File: src/sv/pmpt_pkg.sv
// ----------------------------------------------------------------------------
// pmpt_pkg
// Shared types, constants and helpers for the mouse packet tracker.
// ----------------------------------------------------------------------------
package pmpt_pkg;

  localparam int DIM_W   = 13;  // screen dimension register width
  localparam int POS_W   = 12;  // cursor coordinate width
  localparam int RAW_W   = 14;  // signed unclamped coordinate width
  localparam int COUNT_W = 16;  // test counter width
  localparam int ADDR_W  = 4;
  localparam int DATA_W  = 32;

  localparam logic [DIM_W-1:0] CURSOR_EXTENT = 13'd8;
  localparam logic [DIM_W-1:0] POS_MAX       = 13'd4095;
  localparam logic [DIM_W-1:0] WIDTH_RESET   = 13'd1024;
  localparam logic [DIM_W-1:0] HEIGHT_RESET  = 13'd768;

  // Register indexes (paddr[3:2])
  localparam logic [1:0] REG_SCREEN_WIDTH  = 2'd0;
  localparam logic [1:0] REG_SCREEN_HEIGHT = 2'd1;
  localparam logic [1:0] REG_TEST_ENABLE   = 2'd2;

  typedef struct packed {
    logic [DIM_W-1:0] screen_width;
    logic [DIM_W-1:0] screen_height;
    logic             test_enable;
    logic             test_set;   // one-cycle pulse on a write of 1
  } cfg_t;

  typedef struct packed {
    logic       valid;
    logic [7:0] data_byte;
    logic       from_aux;
  } byte_req_t;

  // Upper clamp limit for one screen dimension.
  function automatic logic [POS_W-1:0] clamp_limit(input logic [DIM_W-1:0] dim);
    logic [DIM_W-1:0] diff;
    diff = dim - CURSOR_EXTENT;
    if (dim <= CURSOR_EXTENT) begin
      return '0;
    end else if (diff > POS_MAX) begin
      return POS_MAX[POS_W-1:0];
    end else begin
      return diff[POS_W-1:0];
    end
  endfunction

  // Signed 8-bit value halved toward zero, as a 14-bit signed value.
  function automatic logic [RAW_W-1:0] half_toward_zero(input logic [7:0] b);
    logic [RAW_W-1:0] v;
    logic [RAW_W-1:0] t;
    v = {{(RAW_W-8){b[7]}}, b};
    t = v + {{(RAW_W-1){1'b0}}, v[RAW_W-1]};
    return {t[RAW_W-1], t[RAW_W-1:1]};
  endfunction

  // Clamp a signed raw coordinate to 0..lim.
  function automatic logic [POS_W-1:0] clamp_pos(input logic [RAW_W-1:0] raw,
                                                  input logic [POS_W-1:0] lim);
    if (raw[RAW_W-1]) begin
      return '0;
    end else if (raw[RAW_W-2:0] > {1'b0, lim}) begin
      return lim;
    end else begin
      return raw[POS_W-1:0];
    end
  endfunction

endpackage

File: src/sv/ps2_mouse_packet_tracker_unit.sv
// ----------------------------------------------------------------------------
// ps2_mouse_packet_tracker_unit
// Three-byte mouse packet decoder with clamped cursor and test counters.
// ----------------------------------------------------------------------------
// Usage:
//   Input channel (in_valid/in_stall): one controller byte per request, with
//   from_aux marking bytes from the mouse port; other bytes are dropped.
//   The block hunts for a first byte with bit 3 set, then gathers packets.
//   Output channel (out_valid/out_stall): one result per completed packet,
//   carrying clamped cursor position, left button and the test counters.
//   Throughput: one byte per clock while no result is stalled. A byte
//   waits in the input register, then the packet logic loads the result
//   register, where out_valid rises for the third byte of a packet.
//   A single update stage lies between the input register and the
//   result register.
//   When the receiver stalls a waiting result, the packet stage holds and
//   in_stall rises once the input register is also occupied.
//   Configuration goes through the APB port: screen_width at 0x0,
//   screen_height at 0x4, test_enable at 0x8. Writing 1 to test_enable
//   clears both counters and marks the current position as the reference.
//   Reset (rst, synchronous) returns to sync search, cursor at 0,0,
//   counters cleared, screen 1024x768 and test mode off.
// ----------------------------------------------------------------------------
module ps2_mouse_packet_tracker_unit
  import pmpt_pkg::*;
(
  input  logic               clk,
  input  logic               rst,
  // configuration
  input  logic               psel,
  input  logic               penable,
  input  logic               pwrite,
  input  logic [ADDR_W-1:0]  paddr,
  input  logic [DATA_W-1:0]  pwdata,
  output logic [DATA_W-1:0]  prdata,
  output logic               pready,
  // byte requests
  input  logic               in_valid,
  output logic               in_stall,
  input  logic [7:0]         data_byte,
  input  logic               from_aux,
  // packet results
  output logic               out_valid,
  input  logic               out_stall,
  output logic [POS_W-1:0]   cursor_x,
  output logic [POS_W-1:0]   cursor_y,
  output logic               left_pressed,
  output logic [COUNT_W-1:0] click_count,
  output logic [COUNT_W-1:0] move_count
);

  cfg_t      cfg;
  byte_req_t req;
  logic      advance;

  // Register file; test_set pulses for one cycle on a write of 1.
  pmpt_cfg u_cfg (
    .clk     (clk),
    .rst     (rst),
    .psel    (psel),
    .penable (penable),
    .pwrite  (pwrite),
    .paddr   (paddr),
    .pwdata  (pwdata),
    .prdata  (prdata),
    .pready  (pready),
    .cfg     (cfg)
  );

  // Capture incoming bytes; hold while the packet stage is blocked.
  pmpt_in_reg u_in (
    .clk       (clk),
    .rst       (rst),
    .in_valid  (in_valid),
    .in_stall  (in_stall),
    .data_byte (data_byte),
    .from_aux  (from_aux),
    .advance   (advance),
    .req       (req)
  );

  // Advance the packet framing, move the cursor, load the result register.
  pmpt_core u_core (
    .clk          (clk),
    .rst          (rst),
    .req          (req),
    .cfg          (cfg),
    .advance      (advance),
    .out_valid    (out_valid),
    .out_stall    (out_stall),
    .cursor_x     (cursor_x),
    .cursor_y     (cursor_y),
    .left_pressed (left_pressed),
    .click_count  (click_count),
    .move_count   (move_count)
  );

endmodule

File: src/sv/pmpt_cfg.sv
// ----------------------------------------------------------------------------
// pmpt_cfg
// APB register file: screen size and test mode control.
// ----------------------------------------------------------------------------
module pmpt_cfg
  import pmpt_pkg::*;
(
  input  logic              clk,
  input  logic              rst,
  input  logic              psel,
  input  logic              penable,
  input  logic              pwrite,
  input  logic [ADDR_W-1:0] paddr,
  input  logic [DATA_W-1:0] pwdata,
  output logic [DATA_W-1:0] prdata,
  output logic              pready,
  output cfg_t              cfg
);

  logic             wr_en;
  logic [1:0]       index;
  logic [DIM_W-1:0] screen_width;
  logic [DIM_W-1:0] screen_height;
  logic             test_enable;
  logic             test_set;

  assign pready = 1'b1;
  assign index  = paddr[3:2];
  assign wr_en  = psel && penable && pwrite;

  // Clear the counters at the same edge that writes test_enable to 1.
  assign test_set = wr_en && (index == REG_TEST_ENABLE) && pwdata[0];

  always_ff @(posedge clk) begin
    if (rst) begin
      screen_width  <= WIDTH_RESET;
      screen_height <= HEIGHT_RESET;
      test_enable   <= 1'b0;
    end else begin
      if (wr_en) begin
        case (index)
          REG_SCREEN_WIDTH:  screen_width  <= pwdata[DIM_W-1:0];
          REG_SCREEN_HEIGHT: screen_height <= pwdata[DIM_W-1:0];
          REG_TEST_ENABLE:   test_enable   <= pwdata[0];
          default: ;
        endcase
      end
    end
  end

  always_comb begin
    case (index)
      REG_SCREEN_WIDTH:  prdata = {{(DATA_W-DIM_W){1'b0}}, screen_width};
      REG_SCREEN_HEIGHT: prdata = {{(DATA_W-DIM_W){1'b0}}, screen_height};
      REG_TEST_ENABLE:   prdata = {{(DATA_W-1){1'b0}}, test_enable};
      default:           prdata = '0;
    endcase
  end

  assign cfg = '{screen_width:  screen_width,
                 screen_height: screen_height,
                 test_enable:   test_enable,
                 test_set:      test_set};

endmodule

File: src/sv/pmpt_in_reg.sv
// ----------------------------------------------------------------------------
// pmpt_in_reg
// Input register for controller bytes.
// ----------------------------------------------------------------------------
module pmpt_in_reg
  import pmpt_pkg::*;
(
  input  logic      clk,
  input  logic      rst,
  input  logic      in_valid,
  output logic      in_stall,
  input  logic [7:0] data_byte,
  input  logic      from_aux,
  input  logic      advance,
  output byte_req_t req
);

  logic       valid;
  logic [7:0] data;
  logic       aux;

  // Hold while the byte in the register cannot move on.
  assign in_stall = valid && !advance;

  always_ff @(posedge clk) begin
    if (rst) begin
      valid <= 1'b0;
    end else if (!in_stall) begin
      valid <= in_valid;
    end
  end

  always_ff @(posedge clk) begin
    if (!in_stall && in_valid) begin
      data <= data_byte;
      aux  <= from_aux;
    end
  end

  assign req = '{valid: valid, data_byte: data, from_aux: aux};

endmodule

File: src/sv/pmpt_core.sv
// ----------------------------------------------------------------------------
// pmpt_core
// Packet framing, cursor update, test counters and result register.
// ----------------------------------------------------------------------------
module pmpt_core
  import pmpt_pkg::*;
(
  input  logic               clk,
  input  logic               rst,
  input  byte_req_t          req,
  input  cfg_t               cfg,
  output logic               advance,
  output logic               out_valid,
  input  logic               out_stall,
  output logic [POS_W-1:0]   cursor_x,
  output logic [POS_W-1:0]   cursor_y,
  output logic               left_pressed,
  output logic [COUNT_W-1:0] click_count,
  output logic [COUNT_W-1:0] move_count
);

  typedef enum logic [1:0] {
    PH_SYNC   = 2'd0,
    PH_DX     = 2'd1,
    PH_DY     = 2'd2,
    PH_UNUSED = 2'd3
  } phase_t;

  phase_t             byte_phase;
  logic               first_button_bit;
  logic [7:0]         held_dx_byte;
  logic [POS_W-1:0]   pos_x;
  logic [POS_W-1:0]   pos_y;
  logic               button_now;
  logic [COUNT_W-1:0] clicks;
  logic [COUNT_W-1:0] moves;
  logic [RAW_W-1:0]   prev_raw_x;
  logic [RAW_W-1:0]   prev_raw_y;

  logic               take;
  logic               finish;
  logic [RAW_W-1:0]   dx;
  logic [RAW_W-1:0]   dy;
  logic [RAW_W-1:0]   raw_x;
  logic [RAW_W-1:0]   raw_y;
  logic [POS_W-1:0]   pos_x_next;
  logic [POS_W-1:0]   pos_y_next;
  logic               click_hit;
  logic               move_hit;
  logic [COUNT_W-1:0] clicks_next;
  logic [COUNT_W-1:0] moves_next;

  assign advance = !out_valid || !out_stall;
  assign take    = advance && req.valid && req.from_aux;
  assign finish  = take && (byte_phase == PH_DY);

  always_comb begin
    dx         = half_toward_zero(held_dx_byte);
    dy         = '0 - half_toward_zero(req.data_byte);
    raw_x      = {{(RAW_W-POS_W){1'b0}}, pos_x} + dx;
    raw_y      = {{(RAW_W-POS_W){1'b0}}, pos_y} + dy;
    pos_x_next = clamp_pos(raw_x, clamp_limit(cfg.screen_width));
    pos_y_next = clamp_pos(raw_y, clamp_limit(cfg.screen_height));
    click_hit  = cfg.test_enable && !button_now && first_button_bit;
    move_hit   = cfg.test_enable && ((raw_x != prev_raw_x) || (raw_y != prev_raw_y));
    clicks_next = click_hit ? clicks + 1'b1 : clicks;
    moves_next  = move_hit ? moves + 1'b1 : moves;
  end

  always_ff @(posedge clk) begin
    if (rst) begin
      byte_phase       <= PH_SYNC;
      first_button_bit <= 1'b0;
      held_dx_byte     <= '0;
      pos_x            <= '0;
      pos_y            <= '0;
      button_now       <= 1'b0;
      clicks           <= '0;
      moves            <= '0;
      prev_raw_x       <= '0;
      prev_raw_y       <= '0;
      out_valid        <= 1'b0;
    end else begin
      if (advance) begin
        out_valid <= finish;
      end
      if (cfg.test_set) begin
        clicks     <= '0;
        moves      <= '0;
        prev_raw_x <= {{(RAW_W-POS_W){1'b0}}, pos_x};
        prev_raw_y <= {{(RAW_W-POS_W){1'b0}}, pos_y};
      end else if (take) begin
        case (byte_phase)
          PH_DX: begin
            held_dx_byte <= req.data_byte;
            byte_phase   <= PH_DY;
          end
          PH_DY: begin
            byte_phase <= PH_SYNC;
            button_now <= first_button_bit;
            clicks     <= clicks_next;
            moves      <= moves_next;
            if (move_hit) begin
              prev_raw_x <= raw_x;
              prev_raw_y <= raw_y;
            end
            pos_x <= pos_x_next;
            pos_y <= pos_y_next;
          end
          default: begin
            // sync search: a first byte needs bit 3 set
            if (req.data_byte[3]) begin
              first_button_bit <= req.data_byte[0];
              byte_phase       <= PH_DX;
            end else begin
              byte_phase <= PH_SYNC;
            end
          end
        endcase
      end
    end
  end

  always_ff @(posedge clk) begin
    if (finish) begin
      cursor_x     <= pos_x_next;
      cursor_y     <= pos_y_next;
      left_pressed <= first_button_bit;
      click_count  <= clicks_next;
      move_count   <= moves_next;
    end
  end

endmodule

File: config.mk
export PLATFORM = sky130hd
export DESIGN_NAME = ps2_mouse_packet_tracker_unit
export DESIGN_NICKNAME = d
export VERILOG_FILES = /design/src/sv/pmpt_pkg.sv /design/src/sv/ps2_mouse_packet_tracker_unit.sv /design/src/sv/pmpt_cfg.sv /design/src/sv/pmpt_in_reg.sv /design/src/sv/pmpt_core.sv
export SDC_FILE = /design/constraint.sdc
export NUM_CORES = 1
export LEC_CHECK = 0
export ABC_AREA = 1
export BUFFER_PORTS_ARGS = -buffer_cell sky130_fd_sc_hd__buf_2
export CORE_ASPECT_RATIO = 0.6
export CORE_MARGIN = 8
export CORE_UTILIZATION = 55
export DETAILED_ROUTE_END_ITERATION = 8
export GPL_TIMING_DRIVEN = 0
export HOLD_SLACK_MARGIN = 0.06
export PLACE_DENSITY = 0.76
export SLEW_MARGIN = 20
export SYNTH_ARGS = -nofsm -noshare
export SYNTH_HDL_FRONTEND = slang
export SYNTH_SLANG_ARGS = --single-unit
File: constraint.sdc
create_clock -name clk -period 10.2 [get_ports clk]
set_input_delay 0 -clock clk [delete_from_list [all_inputs] [get_ports clk]]
set_output_delay 0 -clock clk [all_outputs]
set_load 0.02 [all_outputs]
Yosys cells after proc, flatten, opt, wreduce, memory -nomap -nowiden --
Index checks and enable logic that the tools add are counted.
Word-level totals: register bits 191, output and inout port bits 92
Operators by class: muxes and demuxes 21, equality and inequality tests 6, reduce and logical (&&, ||, !) cells 35, bitwise operators 2, $lt $le $gt $ge 6, add/subtract/negate cells 9
Operators with widths (count):
- 12-bit two-way mux | 16
- 13-bit one-hot mux with 3 select lines | 1
- 16-bit by 1-bit adder with 16-bit output (second input constant) | 2
- 16-bit two-way mux | 2
- 14-bit != test | 2
- 13-bit by 12-bit greater-than comparator with 1-bit output | 2
- 13-bit by 12-bit greater-than comparator with 1-bit output (second input constant) | 2
- 13-bit by 4-bit less-or-equal comparator with 1-bit output (second input constant) | 2
- 13-bit by 4-bit subtractor with 13-bit output (second input constant) | 2
- 8-bit by 2-bit adder with 9-bit output | 2
- 12-bit by 14-bit adder with 14-bit output | 1
- 13-bit by 8-bit adder with 14-bit output | 1
- 1-bit logical AND | 12
- 3-bit AND reduction | 4
- 2-bit AND reduction | 5
- 1-bit by 8-bit subtractor with 9-bit output (first input constant) | 1
- 2-bit nonzero test | 3
- 1-bit logical NOT | 5
- 2-bit by 1-bit == test with 1-bit output (second input constant) | 2
- 2-bit == test (second input constant) | 2
- 2-bit one-hot mux with 2 select lines | 1
- 4-bit AND reduction | 1
- 2-bit OR reduction | 2
- 2-bit logical NOT | 1
- 3 further kinds | 5

Depth between registers and ports, before layout --
depth in word-level cells 10, mapped depth 36, depth with buffers taken out 35

Hierarchy --
Synthesis repeated with hierarchy kept, for this count alone.
Unflattened totals: cells, all modules 1793, area total of the unflattened synthesis 12480.7 µm²
By module, submodules not included:
- pmpt_core | sequential area each 3653.5 µm², area each 10691.5 µm², cells each 1566, instances 1
- pmpt_cfg | sequential area each 540.5 µm², area each 1457.6 µm², cells each 209, instances 1
- pmpt_in_reg | sequential area each 290.3 µm², area each 331.6 µm², cells each 18, instances 1

Least setup slack after synthesis --
No wires, ideal clock.
path type reg2reg, start point register u_in.data[7], end point register u_core.cursor_y[0], data pin, data required time 9.948 ns, period minus slack after synthesis 4.226 ns, path slack 5.974 ns, arrival time 3.974 ns, cell stages (with the launch flop) 35, library setup time 0.252 ns, path through edfxtp_1 -> nand2_1 -> inv_1 -> ha_1 -> nor2_1 -> nor2_1 -> inv_1 -> ha_1 -> nand3_1 -> nor2_2 -> nand3_4 -> nand2_1 -> inv_1 -> ha_1 -> nand2_1 -> inv_1 -> a21oi_1 -> nand2_1 -> nand2_1 -> nand2_1 -> ha_1 -> nand2_1 -> nor2_1 -> nand2_1 -> nand3_1 -> nand3_1 -> nand2_1 -> nand2_1 -> nand2_1 -> o21ai_0 -> nand2_1 -> clkbuf_1 -> nand2_1 -> nand3_1 -> inv_1
Between the ends: longest elaborated chain between the ends 6
Ends and longest elaborated chain:
- from (decl) | line pmpt_in_reg.sv:19 | logic [7:0] data;
- from (signal assigned) | line pmpt_in_reg.sv:35 | data <= data_byte;
- 8-bit by 2-bit adder with 9-bit output (*) | line pmpt_pkg.sv:55 | t = v + {{(RAW_W-1){1'b0}}, v[RAW_W-1]};
- 1-bit by 8-bit subtractor with 9-bit output (*) | line pmpt_core.sv:59 | dy = '0 - half_toward_zero(req.data_byte);
- 12-bit by 14-bit adder with 14-bit output (*) | line pmpt_core.sv:61 | raw_y = {{(RAW_W-POS_W){1'b0}}, pos_y} + dy;
- 13-bit by 12-bit greater-than comparator with 1-bit output | line pmpt_pkg.sv:64 | end else if (raw[RAW_W-2:0] > {1'b0, lim}) begin
- 12-bit two-way mux | line pmpt_pkg.sv:64
- 12-bit two-way mux (*) | line pmpt_pkg.sv:62 | if (raw[RAW_W-1]) begin
- net u_core.pos_y_next[0] | line pmpt_core.sv:47 | logic [POS_W-1:0] pos_y_next;
- to (signal assigned) | line pmpt_core.sv:127 | cursor_y <= pos_y_next;
- to (decl) | line pmpt_core.sv:16 | output logic [POS_W-1:0] cursor_y,
The timed path passes the listed nets; every way through them passes the cells marked *. A chain may end at the register's enable or synchronous reset.

Worst setup path after layout --
start point register u_in.data[7], end point register u_core.cursor_y[11], data pin
Same word-level chain as after synthesis.

==> results.toml <==
[logic_synthesis]
seq_area_frac_synth_pct = 37.2
synth_area_mm2 = 0.0121
synth.distinct_cells = 45
syn_inst = 1723
yosys_warnings = 0
synth-seq-cells = 191
avgSynthCellArea_um2 = 7.00

[grt]
grt_first_pass_wirelength_mm = 58.6
grt_max_degree = 44
track_usage_pct = 27.2
grt_antenna_before_repair = 0
grt_overflow = 0
first_global_vias = 10800

[sta]
fin_crit_ns = 5.52
worst_slew_pin_slew_ns = 0.754
finalHoldViolCount = 0
max_clock_freq_ghz = 0.181
final.setup_skew_ns = 0.0146
finalMaxSlewViolations = 0
fin_setup_tns_ns = 0
relSlewSlack_pct = 49.7
setup_violations = 0
rsz0062_at_grt = "no"
fin_worst_hold_slack_ns = 0.176
period_share_pct = 54.1

[placement]
hpwl_mm = 29.4
place_inst = 2130
placed_area_mm2 = 0.0130
portBuffers = 102
gp_congestion = 0.994

[die]
die_height_um = 131
std_cell_rows = 42
ios = 144
initial_core_util_pct = 55.4
coreArea_mm2 = 0.0218
die_w_um = 207
dieArea_mm2 = 0.0271

[final_layout]
nets = 2009
n_antenna_cell = 0
nFillCells = 1987
finalInstanceArea_mm2 = 0.0139
syn_to_final_growth_pct = 15.6
layout.cells.non_filler = 2194
multiInputGateArea_mm2 = 0.00628
drive_above_1_share_pct = 9.38
seqCellArea_mm2 = 0.00448

[setup_path]
cp_slowest_stage_delay_ns = 0.49
crit_path_top_delay_cell = "edfxtp_1"
cp.required_ns = 10.41
startpoint_type = "register"
crit_arrival_ns = 5.73
rr_worst_depth = 35
path_depth = 35
critPathMaxFanout = 10
cp-end-kind = "register"
cp_top_family = "simple AND/OR/NAND/NOR gates"
critical_path_class = "register to register"
path_common_cell = "nand2_1"
critical_path_buf_inv_count = 7

[pwr]
irDropWorstVdd_mv = 0.130
intPower_w = 0.00122
p_clk_share_pct = 40.4
totalPowerFinal_w = 0.00173
switchingPower_w = 0.000504
power_density_mw_per_mm2 = 124
p_leak_nw = 6.78
seq_power_share_pct = 46.6
netSwitchingFraction_pct = 29.2
p_comb_share_pct = 13.0

[routing]
ant_nets = 0
drt-vias-per-instance = 5.52
wl_per_cell_um = 17.2
dr.first_iter.drc_count = 1460
drc = 0
wl_mm = 37.8
dr_total_vias = 12100
dr.pass1.iters = 6

[clock_tree]
cts_root_buf = "clkbuf_16"
clkTransAtPathRegs_ns = 0.09
cts_tree = "built"
cts_sinks = 191
numCtsBuffers = 17
clockBufferDepth = 2
post-cts-setup-buffer-count = 0
worstSkewPairLatency_ns = 0.46
htree_num_levels = 4

[status]
status = "complete, no violations"

[flow_run]
drv_cap = 0

[min_path]
min_path_type = "input pin to register"
worstHoldPathCells = 5
## placed cells by master (no fill, tap or decap), types with 5 or more instances in the layout
master,n
clkbuf_1,43
o21bai_1,5
nand4_1,18
edfxtp_1,66
nand2_1,430
buf_2,105
ha_1,60
o22ai_1,9
nand3b_1,14
dfxtp_1,125
inv_8,7
nor4_1,8
a21oi_1,134
nand3_1,170
clkbuf_16,17
inv_1,259
nor3_1,18
o21ai_1,10
o21ai_0,111
conb_1,20
dlygate4sd3_1,32
nor2_1,118
xnor2_1,5
xor2_1,50
buf_4,23
## path summary, 6_finish.rpt
path                                              start  slack (ns)                endpoint
worst max-delay path                       u_in.data[7]        4.68     u_core.cursor_y[11]
worst min register to register  u_core.first_button_bit        0.47     u_core.left_pressed
worst max register to register             u_in.data[7]        4.68     u_core.cursor_y[11]
worst min-delay path                            penable        0.18  u_cfg.screen_height[8]
## cells by family (layout without fill, tap and decap cells)
family,after synthesis,after routing,share of synthesized area (%)
AND/OR/NAND/NOR,796,796,28.6
buffers and inverters,334,501,11.3
AO/OA/AOI/OAI,282,282,12.2
flip-flops,191,191,37.2
adder cells (fa/ha/maj),62,62,6.56
XOR/XNOR,56,56,4.18
other,2,20,0.0623
## worst reg2reg max path: cells and delay by family (launching register included)
family                     cells  cell delay, ns
and+or+nand+nor               22            2.45
adders and majority gates      4            1.05
AOI/OAI and AO/OA              2            0.43
buffers and inverters          7            0.87
DFF                            1            0.49
## cell type report
class | count | share of cell area [%]
Buffer | 74 | 2.77
Clock buffer | 17 | 3.05
Clock inverter | 15 | 1.25
Inverter | 260 | 7.01
Multi-Input combinational cell | 1216 | 45.0
Sequential cell | 191 | 32.2
Tap cell | 286 | 2.57
Timing Repair Buffer | 135 | 6.16
## state kept, by name, indices dropped and copies added, names as in the netlist, 2 cells and up
name                 cells
u_core.clicks           16
u_core.cursor_y         12
u_core.move_count       16
u_core.pos_y            12
u_cfg.screen_width      13
u_core.click_count      16
u_core.prev_raw_x       14
u_core.cursor_x         12
u_core.moves            16
u_core.byte_phase        2
u_core.prev_raw_y       14
u_in.data                8
u_cfg.screen_height     13
u_core.held_dx_byte      8
u_core.pos_x            12
## through the flow
step / worst slack [ns] / utilization, %
floorplan: 5.97 / -
global placement: 5.10 / 59.7
detailed placement: 4.92 / 59.9
CTS: 4.85 / 64.1
global route: 4.14 / 64.1
finish: 4.68 / 64.1
## Yosys cell counts (all sizes together)
library cell / n / area [um2]
nand2: 436 / 1670
inv: 259 / 972
nand3: 173 / 896
a21oi: 134 / 671
dfxtp: 125 / 2500
nor2: 122 / 473
o21ai: 121 / 606
edfxtp: 66 / 1980
ha: 60 / 751
xor2: 50 / 438
clkbuf: 44 / 165
buf: 30 / 218
nand4: 18 / 113
nor3: 18 / 90.1
nand3b: 14 / 105
o22ai: 9 / 56.3
nor4: 8 / 50.1
o21bai: 5 / 37.5
xnor2: 5 / 43.8
a31oi: 4 / 25.0
and2: 4 / 25.0
conb: 2 / 7.51
fa: 2 / 40.0
o211ai: 2 / 15.0
o221ai: 2 / 17.5
a211oi: 1 / 7.51
clkinv: 1 / 5.00
nand2b: 1 / 6.26
o2111ai: 1 / 8.76
o21a: 1 / 7.51
o31ai: 1 / 7.51
o41ai: 1 / 8.76
or2: 1 / 6.26
or4: 1 / 7.51
xnor3: 1 / 22.5
## routing by layer
layer  up-vias  track usage, %  share of wire, %
met1      5516            40.8                47
met5         -            2.54              0.25
met2       614            38.1                39
met4         2            6.20               1.2
li1       5917               -                 -
met3        51            7.03                12
## power groups by stage
stage                     logic [W]  clock network, W  registers (W)
after global routing       0.000249          0.000731       0.000805
after global placement     0.000204                 0       0.000821
after floorplan            0.000148                 0       0.000820
after CTS                  0.000219          0.000700       0.000804
final                      0.000225          0.000697       0.000804
after detailed placement   0.000208                 0       0.000821
## what timing repair did
action                                  in CTS  in global routing
hold endpoints to repair                    39                  0
hold buffers                                32                  0
resized for setup                            0                  0
endpoints found under the setup margin       0                  0
Note: power is estimated with default switching activity, not from simulation.
